`src/rtl/core/rsmd_pkg.sv`:
```
package rsmd_pkg;

   localparam int KEY_BYTES_DEF = 16;
   localparam int ADDR_BITS_DEF = 32;

   localparam int KEY_W = 128;
   localparam int LEN_W = 5;
   localparam int PPA_W = 32;

   localparam int REQ_TDATA_W = 168;
   localparam int RSP_TDATA_W = 168;

   localparam logic SIDE_OLDER = 1'b0;
   localparam logic SIDE_NEWER = 1'b1;

   typedef enum logic [1:0] {
      KIND_ENTRY = 2'd0,
      KIND_INVAL = 2'd1,
      KIND_DONE  = 2'd2,
      KIND_ACK   = 2'd3
   } kind_type;

   typedef enum logic [1:0] {
      NEED_OLDER = 2'd0,
      NEED_NEWER = 2'd1,
      NEED_NONE  = 2'd2
   } need_type;

   // One input beat, key as {key_high, key_low} with byte 0 on top.
   typedef struct packed {
      logic             side;
      logic             is_end;
      logic [KEY_W-1:0] key;
      logic [LEN_W-1:0] len;
      logic [PPA_W-1:0] ppa;
   } item_type;

   // Everything one step produces: the main result and, on equal keys,
   // the invalidated older address that goes out first.
   typedef struct packed {
      kind_type         kind;
      logic [KEY_W-1:0] key;
      logic [LEN_W-1:0] len;
      logic [PPA_W-1:0] ppa;
      logic             dup;
      logic [PPA_W-1:0] dup_ppa;
      need_type         need;
   } step_type;

   typedef struct packed {
      kind_type         kind;
      logic [KEY_W-1:0] key;
      logic [LEN_W-1:0] len;
      logic [PPA_W-1:0] ppa;
      need_type         need;
      logic             last;
   } beat_type;

   // Keep the first len bytes of a top-aligned key.
   function automatic logic [KEY_W-1:0] byte_mask(input logic [LEN_W-1:0] len);
      logic [KEY_W-1:0] m;
      m = '0;
      for (int i = 0; i < KEY_W / 8; i++) begin
         if (LEN_W'(i) < len) begin
            m[KEY_W-1-8*i -: 8] = 8'hFF;
         end
      end
      return m;
   endfunction

endpackage

```
`src/rtl/core/sorted_run_merge_dedup.sv`:
```
// Two-way merge with duplicate removal for LSM compaction. Feed key entries on
// the req channel, each marked for the older (tuser 0) or newer (tuser 1) run,
// with tlast marking the end of that run instead of an entry. Every request beat
// yields one step of results on rsp: a merged entry, an invalidated older
// address followed by the newer entry when keys are equal, a completion marker
// once both runs have ended, or a bare acknowledge when nothing can go out yet.
// Every result names the side to feed next; rsp_tlast marks the final beat of a
// step. Keys are compared bytewise over the common prefix, shorter first; bytes
// past key_len are zeroed, key_len saturates at KEY_BYTES and ppa keeps
// ADDR_BITS bits. One request beat is taken per clock while the result queue
// has room; a step with equal keys occupies the rsp channel for two beats. A
// request passes one input register, then a compare-and-select stage that
// writes into a two-step result queue; the queue lets requests keep flowing
// while a result waits to be taken. After completion, reset starts a new
// merge.
module sorted_run_merge_dedup
   import rsmd_pkg::*;
#(
   parameter int KEY_BYTES = KEY_BYTES_DEF,
   parameter int ADDR_BITS = ADDR_BITS_DEF
) (
   input  logic                   clock,
   input  logic                   reset,
   input  logic                   req_tvalid,
   output logic                   req_tready,
   // key_high[63:0], key_low[127:64], key_len[132:128], ppa[164:133], zero pad
   input  logic [REQ_TDATA_W-1:0] req_tdata,
   // side
   input  logic                   req_tuser,
   // is_end
   input  logic                   req_tlast,
   output logic                   rsp_tvalid,
   input  logic                   rsp_tready,
   // out_key_high[63:0], out_key_low[127:64], out_key_len[132:128],
   // out_ppa[164:133], need_side[166:165], zero pad
   output logic [RSP_TDATA_W-1:0] rsp_tdata,
   // kind
   output logic [1:0]             rsp_tuser,
   // last
   output logic                   rsp_tlast
);

   item_type item;
   step_type step;
   logic     step_valid, step_ready;
   beat_type beat;

   // unpack the request beat; key_high holds the leading bytes
   assign item.side   = req_tuser;
   assign item.is_end = req_tlast;
   assign item.key    = {req_tdata[63:0], req_tdata[127:64]};
   assign item.len    = req_tdata[132:128];
   assign item.ppa    = req_tdata[164:133];

   rsmd_merge_core #(
      .KEY_BYTES(KEY_BYTES),
      .ADDR_BITS(ADDR_BITS)
   ) u_core (
      .clock     (clock),
      .reset     (reset),
      .in_valid  (req_tvalid),
      .in_ready  (req_tready),
      .in_item   (item),
      .step_valid(step_valid),
      .step      (step),
      .step_ready(step_ready)
   );

   rsmd_rsp_queue u_queue (
      .clock     (clock),
      .reset     (reset),
      .push_valid(step_valid),
      .push_ready(step_ready),
      .push_step (step),
      .beat_valid(rsp_tvalid),
      .beat_ready(rsp_tready),
      .beat      (beat)
   );

   // pack the result beat
   assign rsp_tdata = {1'b0, beat.need, beat.ppa, beat.len,
                       beat.key[KEY_W/2-1:0], beat.key[KEY_W-1:KEY_W/2]};
   assign rsp_tuser = beat.kind;
   assign rsp_tlast = beat.last;

endmodule

```
`src/rtl/core/rsmd_key_cmp.sv`:
```
module rsmd_key_cmp
   import rsmd_pkg::*;
#(
   parameter int KEY_BYTES = KEY_BYTES_DEF
) (
   input  logic [8*KEY_BYTES-1:0] a_key,
   input  logic [LEN_W-1:0]       a_len,
   input  logic [8*KEY_BYTES-1:0] b_key,
   input  logic [LEN_W-1:0]       b_len,
   output logic                   a_lt,
   output logic                   a_eq
);

   localparam int KEY_BITS = 8 * KEY_BYTES;

   logic [LEN_W-1:0]    min_len;
   logic [KEY_W-1:0]    full_mask;
   logic [KEY_BITS-1:0] a_cut;
   logic [KEY_BITS-1:0] b_cut;
   logic                pre_eq;

   // Compare only the common prefix; keys are zero beyond their length.
   assign min_len   = (a_len < b_len) ? a_len : b_len;
   assign full_mask = byte_mask(min_len);
   assign a_cut     = a_key & full_mask[KEY_W-1 -: KEY_BITS];
   assign b_cut     = b_key & full_mask[KEY_W-1 -: KEY_BITS];
   assign pre_eq    = (a_cut == b_cut);

   assign a_lt = (a_cut < b_cut) || (pre_eq && (a_len < b_len));
   assign a_eq = pre_eq && (a_len == b_len);

endmodule

```
`src/rtl/core/rsmd_merge_core.sv`:
```
module rsmd_merge_core
   import rsmd_pkg::*;
#(
   parameter int KEY_BYTES = KEY_BYTES_DEF,
   parameter int ADDR_BITS = ADDR_BITS_DEF
) (
   input  logic     clock,
   input  logic     reset,
   input  logic     in_valid,
   output logic     in_ready,
   input  item_type in_item,
   output logic     step_valid,
   output step_type step,
   input  logic     step_ready
);

   localparam int KEY_BITS = 8 * KEY_BYTES;
   localparam int ADDR_W   = (ADDR_BITS < PPA_W) ? ADDR_BITS : PPA_W;

   // input conditioning
   logic [LEN_W-1:0] len_sat;
   logic [KEY_W-1:0] key_msk;

   logic                in_vld_ff;
   logic                in_side_ff;
   logic                in_end_ff;
   logic [KEY_BITS-1:0] in_key_ff;
   logic [LEN_W-1:0]    in_len_ff;
   logic [ADDR_W-1:0]   in_addr_ff;

   logic                o_valid_ff, o_drained_ff, n_valid_ff, n_drained_ff;
   logic [KEY_BITS-1:0] o_key_ff, n_key_ff;
   logic [LEN_W-1:0]    o_len_ff, n_len_ff;
   logic [ADDR_W-1:0]   o_addr_ff, n_addr_ff;

   logic                fire, acc, take_o, take_n, end_o, end_n;
   logic                o_valid_mid, o_drained_mid, n_valid_mid, n_drained_mid;
   logic [KEY_BITS-1:0] o_key_in, n_key_in;
   logic [LEN_W-1:0]    o_len_in, n_len_in;
   logic [ADDR_W-1:0]   o_addr_in, n_addr_in;
   logic                o_valid_in, n_valid_in, o_drained_in, n_drained_in;
   logic                o_lt, o_eq, emit, pick_o, pick_n, cons_o, cons_n;
   logic [KEY_W-1:0]    o_key_wide, n_key_wide;

   assign len_sat = (in_item.len > LEN_W'(KEY_BYTES)) ? LEN_W'(KEY_BYTES) : in_item.len;
   assign key_msk = in_item.key & byte_mask(len_sat);

   assign fire       = in_vld_ff && step_ready;
   assign in_ready   = !in_vld_ff || step_ready;
   assign step_valid = in_vld_ff;

   always_ff @(posedge clock) begin
      if (reset) begin
         in_vld_ff <= 1'b0;
      end else if (in_ready) begin
         in_vld_ff <= in_valid;
      end
      if (in_ready && in_valid) begin
         in_side_ff <= in_item.side;
         in_end_ff  <= in_item.is_end;
         in_key_ff  <= key_msk[KEY_W-1 -: KEY_BITS];
         in_len_ff  <= len_sat;
         in_addr_ff <= in_item.ppa[ADDR_W-1:0];
      end
   end

   // A side takes a beat only when it has neither a head nor an end mark.
   assign acc    = (in_side_ff == SIDE_NEWER) ? (!n_valid_ff && !n_drained_ff)
                                              : (!o_valid_ff && !o_drained_ff);
   assign take_o = acc && (in_side_ff == SIDE_OLDER) && !in_end_ff;
   assign take_n = acc && (in_side_ff == SIDE_NEWER) && !in_end_ff;
   assign end_o  = acc && (in_side_ff == SIDE_OLDER) && in_end_ff;
   assign end_n  = acc && (in_side_ff == SIDE_NEWER) && in_end_ff;

   assign o_valid_mid   = o_valid_ff | take_o;
   assign n_valid_mid   = n_valid_ff | take_n;
   assign o_drained_mid = o_drained_ff | end_o;
   assign n_drained_mid = n_drained_ff | end_n;

   assign o_key_in  = take_o ? in_key_ff  : o_key_ff;
   assign o_len_in  = take_o ? in_len_ff  : o_len_ff;
   assign o_addr_in = take_o ? in_addr_ff : o_addr_ff;
   assign n_key_in  = take_n ? in_key_ff  : n_key_ff;
   assign n_len_in  = take_n ? in_len_ff  : n_len_ff;
   assign n_addr_in = take_n ? in_addr_ff : n_addr_ff;

   rsmd_key_cmp #(
      .KEY_BYTES(KEY_BYTES)
   ) u_cmp (
      .a_key(o_key_in),
      .a_len(o_len_in),
      .b_key(n_key_in),
      .b_len(n_len_in),
      .a_lt (o_lt),
      .a_eq (o_eq)
   );

   assign emit = acc && (o_valid_mid || o_drained_mid) && (n_valid_mid || n_drained_mid);

   always_comb begin
      o_key_wide = '0;
      n_key_wide = '0;
      o_key_wide[KEY_W-1 -: KEY_BITS] = o_key_in;
      n_key_wide[KEY_W-1 -: KEY_BITS] = n_key_in;
   end

   always_comb begin
      pick_o = 1'b0;
      pick_n = 1'b0;
      cons_o = 1'b0;
      cons_n = 1'b0;
      step.kind    = KIND_ACK;
      step.key     = '0;
      step.len     = '0;
      step.ppa     = '0;
      step.dup     = 1'b0;
      step.dup_ppa = PPA_W'(o_addr_in);
      if (emit) begin
         priority if (o_valid_mid && n_valid_mid) begin
            if (o_eq) begin
               pick_n   = 1'b1;
               cons_o   = 1'b1;
               step.dup = 1'b1;
            end else if (o_lt) begin
               pick_o = 1'b1;
            end else begin
               pick_n = 1'b1;
            end
         end else if (o_valid_mid) begin
            pick_o = 1'b1;
         end else if (n_valid_mid) begin
            pick_n = 1'b1;
         end else begin
            step.kind = KIND_DONE;
         end
      end
      if (pick_o) begin
         cons_o    = 1'b1;
         step.kind = KIND_ENTRY;
         step.key  = o_key_wide;
         step.len  = o_len_in;
         step.ppa  = PPA_W'(o_addr_in);
      end
      if (pick_n) begin
         cons_n    = 1'b1;
         step.kind = KIND_ENTRY;
         step.key  = n_key_wide;
         step.len  = n_len_in;
         step.ppa  = PPA_W'(n_addr_in);
      end
      // ask for the older side first, then the newer one, from the heads left after this step
      priority if (!(o_valid_mid && !cons_o) && !o_drained_mid) begin
         step.need = NEED_OLDER;
      end else if (!(n_valid_mid && !cons_n) && !n_drained_mid) begin
         step.need = NEED_NEWER;
      end else begin
         step.need = NEED_NONE;
      end
   end

   assign o_valid_in   = o_valid_mid && !cons_o;
   assign n_valid_in   = n_valid_mid && !cons_n;
   assign o_drained_in = o_drained_mid;
   assign n_drained_in = n_drained_mid;

   always_ff @(posedge clock) begin
      if (reset) begin
         o_valid_ff   <= 1'b0;
         o_drained_ff <= 1'b0;
         n_valid_ff   <= 1'b0;
         n_drained_ff <= 1'b0;
      end else if (fire) begin
         o_valid_ff   <= o_valid_in;
         o_drained_ff <= o_drained_in;
         n_valid_ff   <= n_valid_in;
         n_drained_ff <= n_drained_in;
      end
      if (fire) begin
         o_key_ff  <= o_key_in;
         o_len_ff  <= o_len_in;
         o_addr_ff <= o_addr_in;
         n_key_ff  <= n_key_in;
         n_len_ff  <= n_len_in;
         n_addr_ff <= n_addr_in;
      end
   end

   a_no_two_heads: assert property (@(posedge clock) disable iff (reset)
      !(o_valid_ff && n_valid_ff))
      else $error("both heads held after a step");

   a_head_or_end: assert property (@(posedge clock) disable iff (reset)
      !(o_valid_ff && o_drained_ff) && !(n_valid_ff && n_drained_ff))
      else $error("side holds a head after its end mark");

   a_drain_sticks: assert property (@(posedge clock) disable iff (reset)
      (o_drained_ff && n_drained_ff) |=> (o_drained_ff && n_drained_ff))
      else $error("completed merge left the drained state");

endmodule

```
`src/rtl/core/rsmd_rsp_queue.sv`:
```
module rsmd_rsp_queue
   import rsmd_pkg::*;
(
   input  logic     clock,
   input  logic     reset,
   input  logic     push_valid,
   output logic     push_ready,
   input  step_type push_step,
   output logic     beat_valid,
   input  logic     beat_ready,
   output beat_type beat
);

   step_type   q0_ff, q1_ff, q0_in, q1_in;
   logic [1:0] cnt_ff, cnt_in;
   logic       phase_ff, phase_in;
   logic       push, pop_beat, pop_step;

   assign push_ready = (cnt_ff != 2'd2);
   assign push       = push_valid && push_ready;
   assign beat_valid = (cnt_ff != 2'd0);
   assign pop_beat   = beat_valid && beat_ready;
   assign pop_step   = pop_beat && (!q0_ff.dup || phase_ff);

   // On equal keys send the invalidated older address first.
   always_comb begin
      beat.need = q0_ff.need;
      if (q0_ff.dup && !phase_ff) begin
         beat.kind = KIND_INVAL;
         beat.key  = '0;
         beat.len  = '0;
         beat.ppa  = q0_ff.dup_ppa;
         beat.last = 1'b0;
      end else begin
         beat.kind = q0_ff.kind;
         beat.key  = q0_ff.key;
         beat.len  = q0_ff.len;
         beat.ppa  = q0_ff.ppa;
         beat.last = 1'b1;
      end
   end

   always_comb begin
      q0_in  = q0_ff;
      q1_in  = q1_ff;
      cnt_in = cnt_ff;
      unique case ({push, pop_step})
         2'b10: begin
            if (cnt_ff == 2'd0) begin
               q0_in = push_step;
            end else begin
               q1_in = push_step;
            end
            cnt_in = cnt_ff + 2'd1;
         end
         2'b01: begin
            q0_in  = q1_ff;
            cnt_in = cnt_ff - 2'd1;
         end
         2'b11: begin
            if (cnt_ff == 2'd1) begin
               q0_in = push_step;
            end else begin
               q0_in = q1_ff;
               q1_in = push_step;
            end
         end
         default: begin
         end
      endcase
      if (pop_step) begin
         phase_in = 1'b0;
      end else if (pop_beat) begin
         phase_in = 1'b1;
      end else begin
         phase_in = phase_ff;
      end
   end

   always_ff @(posedge clock) begin
      if (reset) begin
         cnt_ff   <= 2'd0;
         phase_ff <= 1'b0;
      end else begin
         cnt_ff   <= cnt_in;
         phase_ff <= phase_in;
      end
      q0_ff <= q0_in;
      q1_ff <= q1_in;
   end

   a_cnt_range: assert property (@(posedge clock) disable iff (reset)
      cnt_ff != 2'd3)
      else $error("step queue overflow");

   a_phase_dup: assert property (@(posedge clock) disable iff (reset)
      phase_ff |-> (cnt_ff != 2'd0) && q0_ff.dup)
      else $error("second beat pending without a duplicate step");

endmodule

```
`config.mk`:
```
export PLATFORM = sky130hd
export DESIGN_NAME = sorted_run_merge_dedup
export DESIGN_NICKNAME = d
export VERILOG_FILES = /design/src/rtl/core/rsmd_pkg.sv /design/src/rtl/core/sorted_run_merge_dedup.sv /design/src/rtl/core/rsmd_key_cmp.sv /design/src/rtl/core/rsmd_merge_core.sv /design/src/rtl/core/rsmd_rsp_queue.sv
export SDC_FILE = /design/constraint.sdc
export NUM_CORES = 2
export LEC_CHECK = 0
export BUFFER_PORTS_ARGS = -buffer_cell sky130_fd_sc_hd__buf_2
export CORE_ASPECT_RATIO = 0.9
export CORE_MARGIN = 1.5
export CORE_UTILIZATION = 40
export CTS_BUF_LIST = sky130_fd_sc_hd__clkbuf_4 sky130_fd_sc_hd__clkbuf_8
export DETAILED_ROUTE_END_ITERATION = 16
export GPL_ROUTABILITY_DRIVEN = 0
export PLACE_DENSITY = 0.56
export SYNTH_ARGS = -nofsm -noshare
export SYNTH_HDL_FRONTEND = slang
export SYNTH_SLANG_ARGS = --single-unit
```
`constraint.sdc`:
```
create_clock -name clock -period 30.8 [get_ports clock]
set_clock_uncertainty 0.05 [all_clocks]
set_input_delay 6.16 -clock clock [delete_from_list [all_inputs] [get_ports clock]]
set_output_delay 6.16 -clock clock [all_outputs]
set_load 0.02 [all_outputs]
```
# After elaboration in Yosys (flattened, before gate mapping)
# Index checks and enable logic that the tools add are counted.
# totals
ff_bits	909
input_bits	174
output_inout_bits	173
wordCells	210
# op_classes
add_sub_neg	2
n_lt_le_gt_ge	35
eq_ne	10
muxes	74
n_bitwise	8
n_reduce_logical	49
# ops
operator	n
202-bit 2-to-1 mux	4
202-bit one-hot mux with 3 select lines	1
167-bit 2-to-1 mux	3
202-bit one-hot mux with 2 select lines	1
128-bit bitwise AND	3
128-bit 2-to-1 mux	2
8-bit 2-to-1 mux	32
128-bit == test	1
128-bit less-than comparator	1
4-bit by 5-bit less-than comparator with 1-bit output (first input constant)	16
32-bit 2-to-1 mux	2
3-bit by 5-bit less-than comparator with 1-bit output (first input constant)	8
1-bit logical AND	22
1-bit by 5-bit less-than comparator with 1-bit output (first input constant)	4
2-bit by 5-bit less-than comparator with 1-bit output (first input constant)	4
5-bit 2-to-1 mux	4
1-bit 2-to-1 mux	19
1-bit logical NOT	14
2-bit 2-to-1 mux	5
2-bit inequality test (second input constant)	3
2-bit nonzero test	3
5-bit == test	1
5-bit greater-than comparator (second input constant)	1
1-bit logical OR	5
other kinds (14)	19

# Longest topological paths before layout
# depth
word_depth	27
ltp_mapped	30
depth_no_buf	23

# Cells and area by module
# A second synthesis with hierarchy kept.
# unflattened
cells_unflattened	3295
hier_area_um2	44323.8
# by_module_without_submodules
mod	instances	cells_per_inst	area_per_inst_um2	seq_area_each_um2
rsmd_merge_core	1	1645	23849.1	15024.4
rsmd_rsp_queue	1	940	15732.6	12191.7
rsmd_key_cmp	1	708	4730.8	0.0
sorted_run_merge_dedup	1	2	11.3	0.0

# Worst setup path after synthesis
# OpenSTA, ideal clock, no wires.
# synth_path
kind	flip-flop to flip-flop
startpoint	reg u_queue.cnt_ff[0]
endpoint	reg u_queue.q1_ff[0] (netlist name), enable pin
setup_ns	0.832
arrival_time_ns	18.112
t_required_ns	29.918
setup_slack_ns	11.806
stages_incl_launch_ff	8
path_buffers	0
synth_period_minus_slack_ns	18.994
cell_sequence	dfxtp_1 -> inv_1 -> ha_1 -> nand2b_1 -> inv_1 -> ha_1 -> o21ai_0 -> a21oi_1
# synth_between
word_cells_on_any_way	13
cone_classes	6 x eq/ne; 7 x reduce/logical
# synth_lines
element	line_no	rtl
start, declared	rsmd_rsp_queue.sv:15	logic [1:0] cnt_ff, cnt_in;
start signal, assigned	rsmd_rsp_queue.sv:85	cnt_ff <= cnt_in;
2-bit inequality test *	rsmd_rsp_queue.sv:19	assign push_ready = (cnt_ff != 2'd2);
1-bit logical AND *	--	
named net u_core.fire	rsmd_merge_core.sv:36	logic fire, acc, take_o, take_n, end_o, end_n;
2-bit == test	rsmd_rsp_queue.sv:47	unique case ({push, pop_step})
2-bit inequality test (no source line) / 2-bit nonzero test (equally long branches)	--	
3-bit AND reduction (no source line) *	--	
end signal, assigned	rsmd_rsp_queue.sv:89	q1_ff <= q1_in;
end, declared	rsmd_rsp_queue.sv:14	step_type q0_ff, q1_ff, q0_in, q1_in;
# Mark *: on every way through the listed nets, which the timed path passes. The rest lies on a longest branch.
# A chain may end at the register's enable or synchronous reset.

==> summary.md <==
| Metric | Value |
|---|---|
| Clk_lat worst skew | 870 ps |
| Resize count post-CTS | 0 |
| Leakage power total | 18.2 nW |
| Number of nets in the layout | 3,913 |
| Deepest level of the CTS H-tree | 4 |
| # Max-Cap Violations | 0 |
| Setup-violating endpoint count in the final report | 0 |
| Post-synthesis sequential area ratio | 0.637 |
| Sinks on the clock net | 909 |
| FFs w/ async S/R, synth | 0 |
| Area Growth Syn to Fin | 14.8% |
| Pin count of the biggest net entering global routing | 168 |
| Busiest layer in global routing | met2 |
| Die span in x | 348 um |
| Vias after detailed routing | 27,809 |
| Antenna violations before repair | 5 |
| Class of the most critical setup path | reg -> reg |
| Most frequently used cell type in the post-synthesis netlist | sky130_fd_sc_hd__edfxtp_1 |
| Number of buffers created by CTS | 158 |
| DP Wirelength | 68,900 um |
| P per Cell Area | 78.8 mW/mm^2 |
| Commonest register cell after synthesis | sky130_fd_sc_hd__edfxtp_1 |
| Ratio of final minimum period to clock period | 0.372 |
| Bufs on Longest Clock Path | 3 |
| Fraction of the mapped netlist area in adder cells | 0.0407 |
| Share of synthesized area spent on multiplexers | 0.0934 |
| TNS Setup | 0 ps |
| CP Max Fanout | 56 |
| Leading cell types by count after synthesis | sky130_fd_sc_hd__edfxtp_1, sky130_fd_sc_hd__nand2_1, sky130_fd_sc_hd__o21ai_0 |
| Post-layout min period | 11,460 ps |
| Yosys top cell by area | sky130_fd_sc_hd__edfxtp_1 |
| Post-layout worst setup margin | 19,340 ps |
| GRT met1 Usage | 0.297 |
| Syn Inst Count | 3,226 |
| Initial DRT Pass Iterations | 5 |
| CP Launch Type | flip-flop |
| RSZ-0062 raised after global routing | false |
| Area fraction in compound gates after synthesis | 0.107 |
| Final number of hold-violating endpoints | 0 |
| Antenna-violating nets left | 0 |
| Tot GR Track Use | 0.213 |
| Maximum achievable frequency | 87.2 MHz |
| Number of rows created at floorplan | 113 |
| Basic-gate share of the synthesized area counting and, or, nand and nor cells | 0.0894 |
| Clock transition time at the flip-flop clock pins of the worst setup and hold paths | 60 ps |
| Run status | finished clean |
| Area of the die | 0.109 mm^2 |
| EDFF count, synth | 901 |
| Vertical die dimension | 313 um |
| Starting DRT DRC Count | 2,136 |
| Combinational family with the most area after synthesis | compound AO/OA/AOI/OAI gates |
| Number of top-level pins | 347 |
| Wire length per cell after detailed routing | 23.1 um |
| Least-Margin Pin Slew | 1040 ps |
| Placement Setup Slack | 19,230 ps |
| Share of post-route cells with drive strength above 1 | 0.232 |
| FF+latch count, synth | 909 |
| DRC | 0 |
| Wire length of the first global-routing pass | 175,000 um |
| Overall overflow remaining after global route | 0 |
| Syn. warnings | 0 |
| Synth Net Count | 3,538 |
| Met3 capacity usage during global routing | 0.0430 |
| Leading post-synthesis cells by cell area | sky130_fd_sc_hd__edfxtp_1, sky130_fd_sc_hd__mux2_2, sky130_fd_sc_hd__ha_1 |
| Buffers inserted by post-CTS timing repair | 0 |
| Share of the synthesized netlist area taken by xor and xnor gates | 0.000819 |
| Worst-case headroom to the max-slew limit | 0.306 |
| Required time at the worst-slack endpoint | 31,340 ps |
| Total detailed-routing wirelength | 118,000 um |
| Post-synthesis average cell area | 13.3 um^2 |
| Met2 Use GR | 0.338 |
| Vias per inst | 5.44 |
| Number of max-slew violations in the final report | 0 |
| Starting density of the core | 0.404 |
| TritonCTS clock tree | built |
| Total power | 0.00387 W |
| Placeable Area | 0.106 mm^2 |
| Top-area cell type share of the netlist area | 0.633 |
| Hold bufs inserted after CTS | 0 |
| Peak ir drop on the vdd network | 0.0413 mV |
| Path category of the worst min-delay check | reg -> reg |
| Distinct cell type count of the synthesized netlist | 63 |
| Mapped cell area | 0.0428 mm^2 |
| Root buffer cell | sky130_fd_sc_hd__clkbuf_8 |
| Category of the worst setup path capture point | flip-flop |
| Port Buf Inserts | 342 |
| Crit path arrival time | 12,010 ps |
| Vias in the first global route | 27,682 |
| Min Hold Slack | 464 ps |
==> final timing paths <==
check | depth (start not counted) | to | from | slack, ps
min reg2reg | 2 | u_core.step_valid | u_core.step_valid | 460
max | 26 | u_queue.q0_ff[137] | u_core.in_end_ff | 19340
max reg2reg | 26 | u_queue.q0_ff[137] | u_core.in_end_ff | 19340
min | 2 | u_core.step_valid | u_core.step_valid | 460
==> logic make-up (layout without fill, tap and decap cells) <==
family                     count (synthesis)  in the layout
other                                      1              8
and+or+nand+nor                          762            762
xor gates and xnor gates                   4              4
DFF                                      909            909
AOI/OAI and AO/OA                        680            680
adders and majority gates                139            139
muxes                                    370            370
buffers and inverters                    361            856
==> layer usage <==
metal	part of all wire	vias up	wire length, um
met2	0.46	790	54600
met4	0.020	2	2330
met3	0.057	157	6660
met5	0.00011	-	13
li1	-	12885	-
met1	0.46	13975	54200
==> metrics by stage <==
step	instances	util	area [um^2]
after CTS	5101	0.464	49100
final	5108	0.464	49100
after global routing	5106	0.464	49100
after floorplan	3226	-	42800
after global placement	4821	0.435	46000
after detailed placement	4821	0.435	46000
==> placed cells by master, fill, tap and decap left out, types with 30 or more instances in the layout <==
master	n
sky130_fd_sc_hd__nand2_1	223
sky130_fd_sc_hd__clkinv_1	31
sky130_fd_sc_hd__buf_4	40
sky130_fd_sc_hd__buf_2	342
sky130_fd_sc_hd__clkbuf_8	163
sky130_fd_sc_hd__nor2_1	163
sky130_fd_sc_hd__nor2b_1	81
sky130_fd_sc_hd__nand4_1	30
sky130_fd_sc_hd__inv_1	190
sky130_fd_sc_hd__a21oi_1	66
sky130_fd_sc_hd__o2bb2ai_1	152
sky130_fd_sc_hd__o21ai_0	209
sky130_fd_sc_hd__edfxtp_1	901
sky130_fd_sc_hd__mux2i_1	172
sky130_fd_sc_hd__mux2_2	192
sky130_fd_sc_hd__and2_1	194
sky130_fd_sc_hd__ha_1	138
sky130_fd_sc_hd__clkbuf_4	61
sky130_fd_sc_hd__a22oi_1	159
==> area by class of cell <==
class	instances	area (um^2)
fill	9702	56700
sequential	909	27200
multi-input combinational	1956	14200
clock buffer	224	2700
timing repair buffer	385	2070
tap	1380	1730
inverter	191	724
clock inverter	56	385
antenna	7	17.5
==> critical path, cell delays in order, from the launching register on <==
cell                       delay [ps]
sky130_fd_sc_hd__edfxtp_1         530
sky130_fd_sc_hd__nor4b_4          280
sky130_fd_sc_hd__buf_4            450
sky130_fd_sc_hd__buf_4            710
sky130_fd_sc_hd__mux2i_1          630
sky130_fd_sc_hd__ha_1             380
sky130_fd_sc_hd__and3b_1          190
sky130_fd_sc_hd__a311oi_1         340
sky130_fd_sc_hd__o21ai_2          350
sky130_fd_sc_hd__mux2i_4          390
sky130_fd_sc_hd__nor2_1           690
sky130_fd_sc_hd__nor2_1           110
sky130_fd_sc_hd__nor2_1           490
sky130_fd_sc_hd__nor2_1           120
sky130_fd_sc_hd__ha_1             340
sky130_fd_sc_hd__nand4_1          200
sky130_fd_sc_hd__nor4_1           830
sky130_fd_sc_hd__nand3_1          490
sky130_fd_sc_hd__nor4_1           940
sky130_fd_sc_hd__a21o_1           270
sky130_fd_sc_hd__o21a_1           130
sky130_fd_sc_hd__o31ai_1          170
sky130_fd_sc_hd__nor3_2           170
sky130_fd_sc_hd__buf_4            650
sky130_fd_sc_hd__buf_4            810
sky130_fd_sc_hd__a22oi_1          120
sky130_fd_sc_hd__o21ai_0          260
==> flip-flops by register name, indices dropped and copies added (netlist names), 2 cells and up <==
name / cells
u_core.in_len_ff: 5
u_core.n_addr_ff: 32
u_core.in_addr_ff: 32
u_core.n_key_ff: 128
u_core.in_key_ff: 128
u_queue.cnt_ff: 2
u_core.o_key_ff: 128
u_queue.q0_ff: 200
u_core.o_addr_ff: 32
u_core.o_len_ff: 5
u_queue.beat: 2
u_core.n_len_ff: 5
u_queue.q1_ff: 202
==> power breakdown <==
part           internal [W]  switching (W)  leakage (nW)  total, W
sequential          0.00165      0.0000590          8.70   0.00171
clock              0.000598       0.000509          1.64   0.00111
combinational      0.000331       0.000719          7.85   0.00105
No activity file was read; power rests on OpenSTA's default activity.
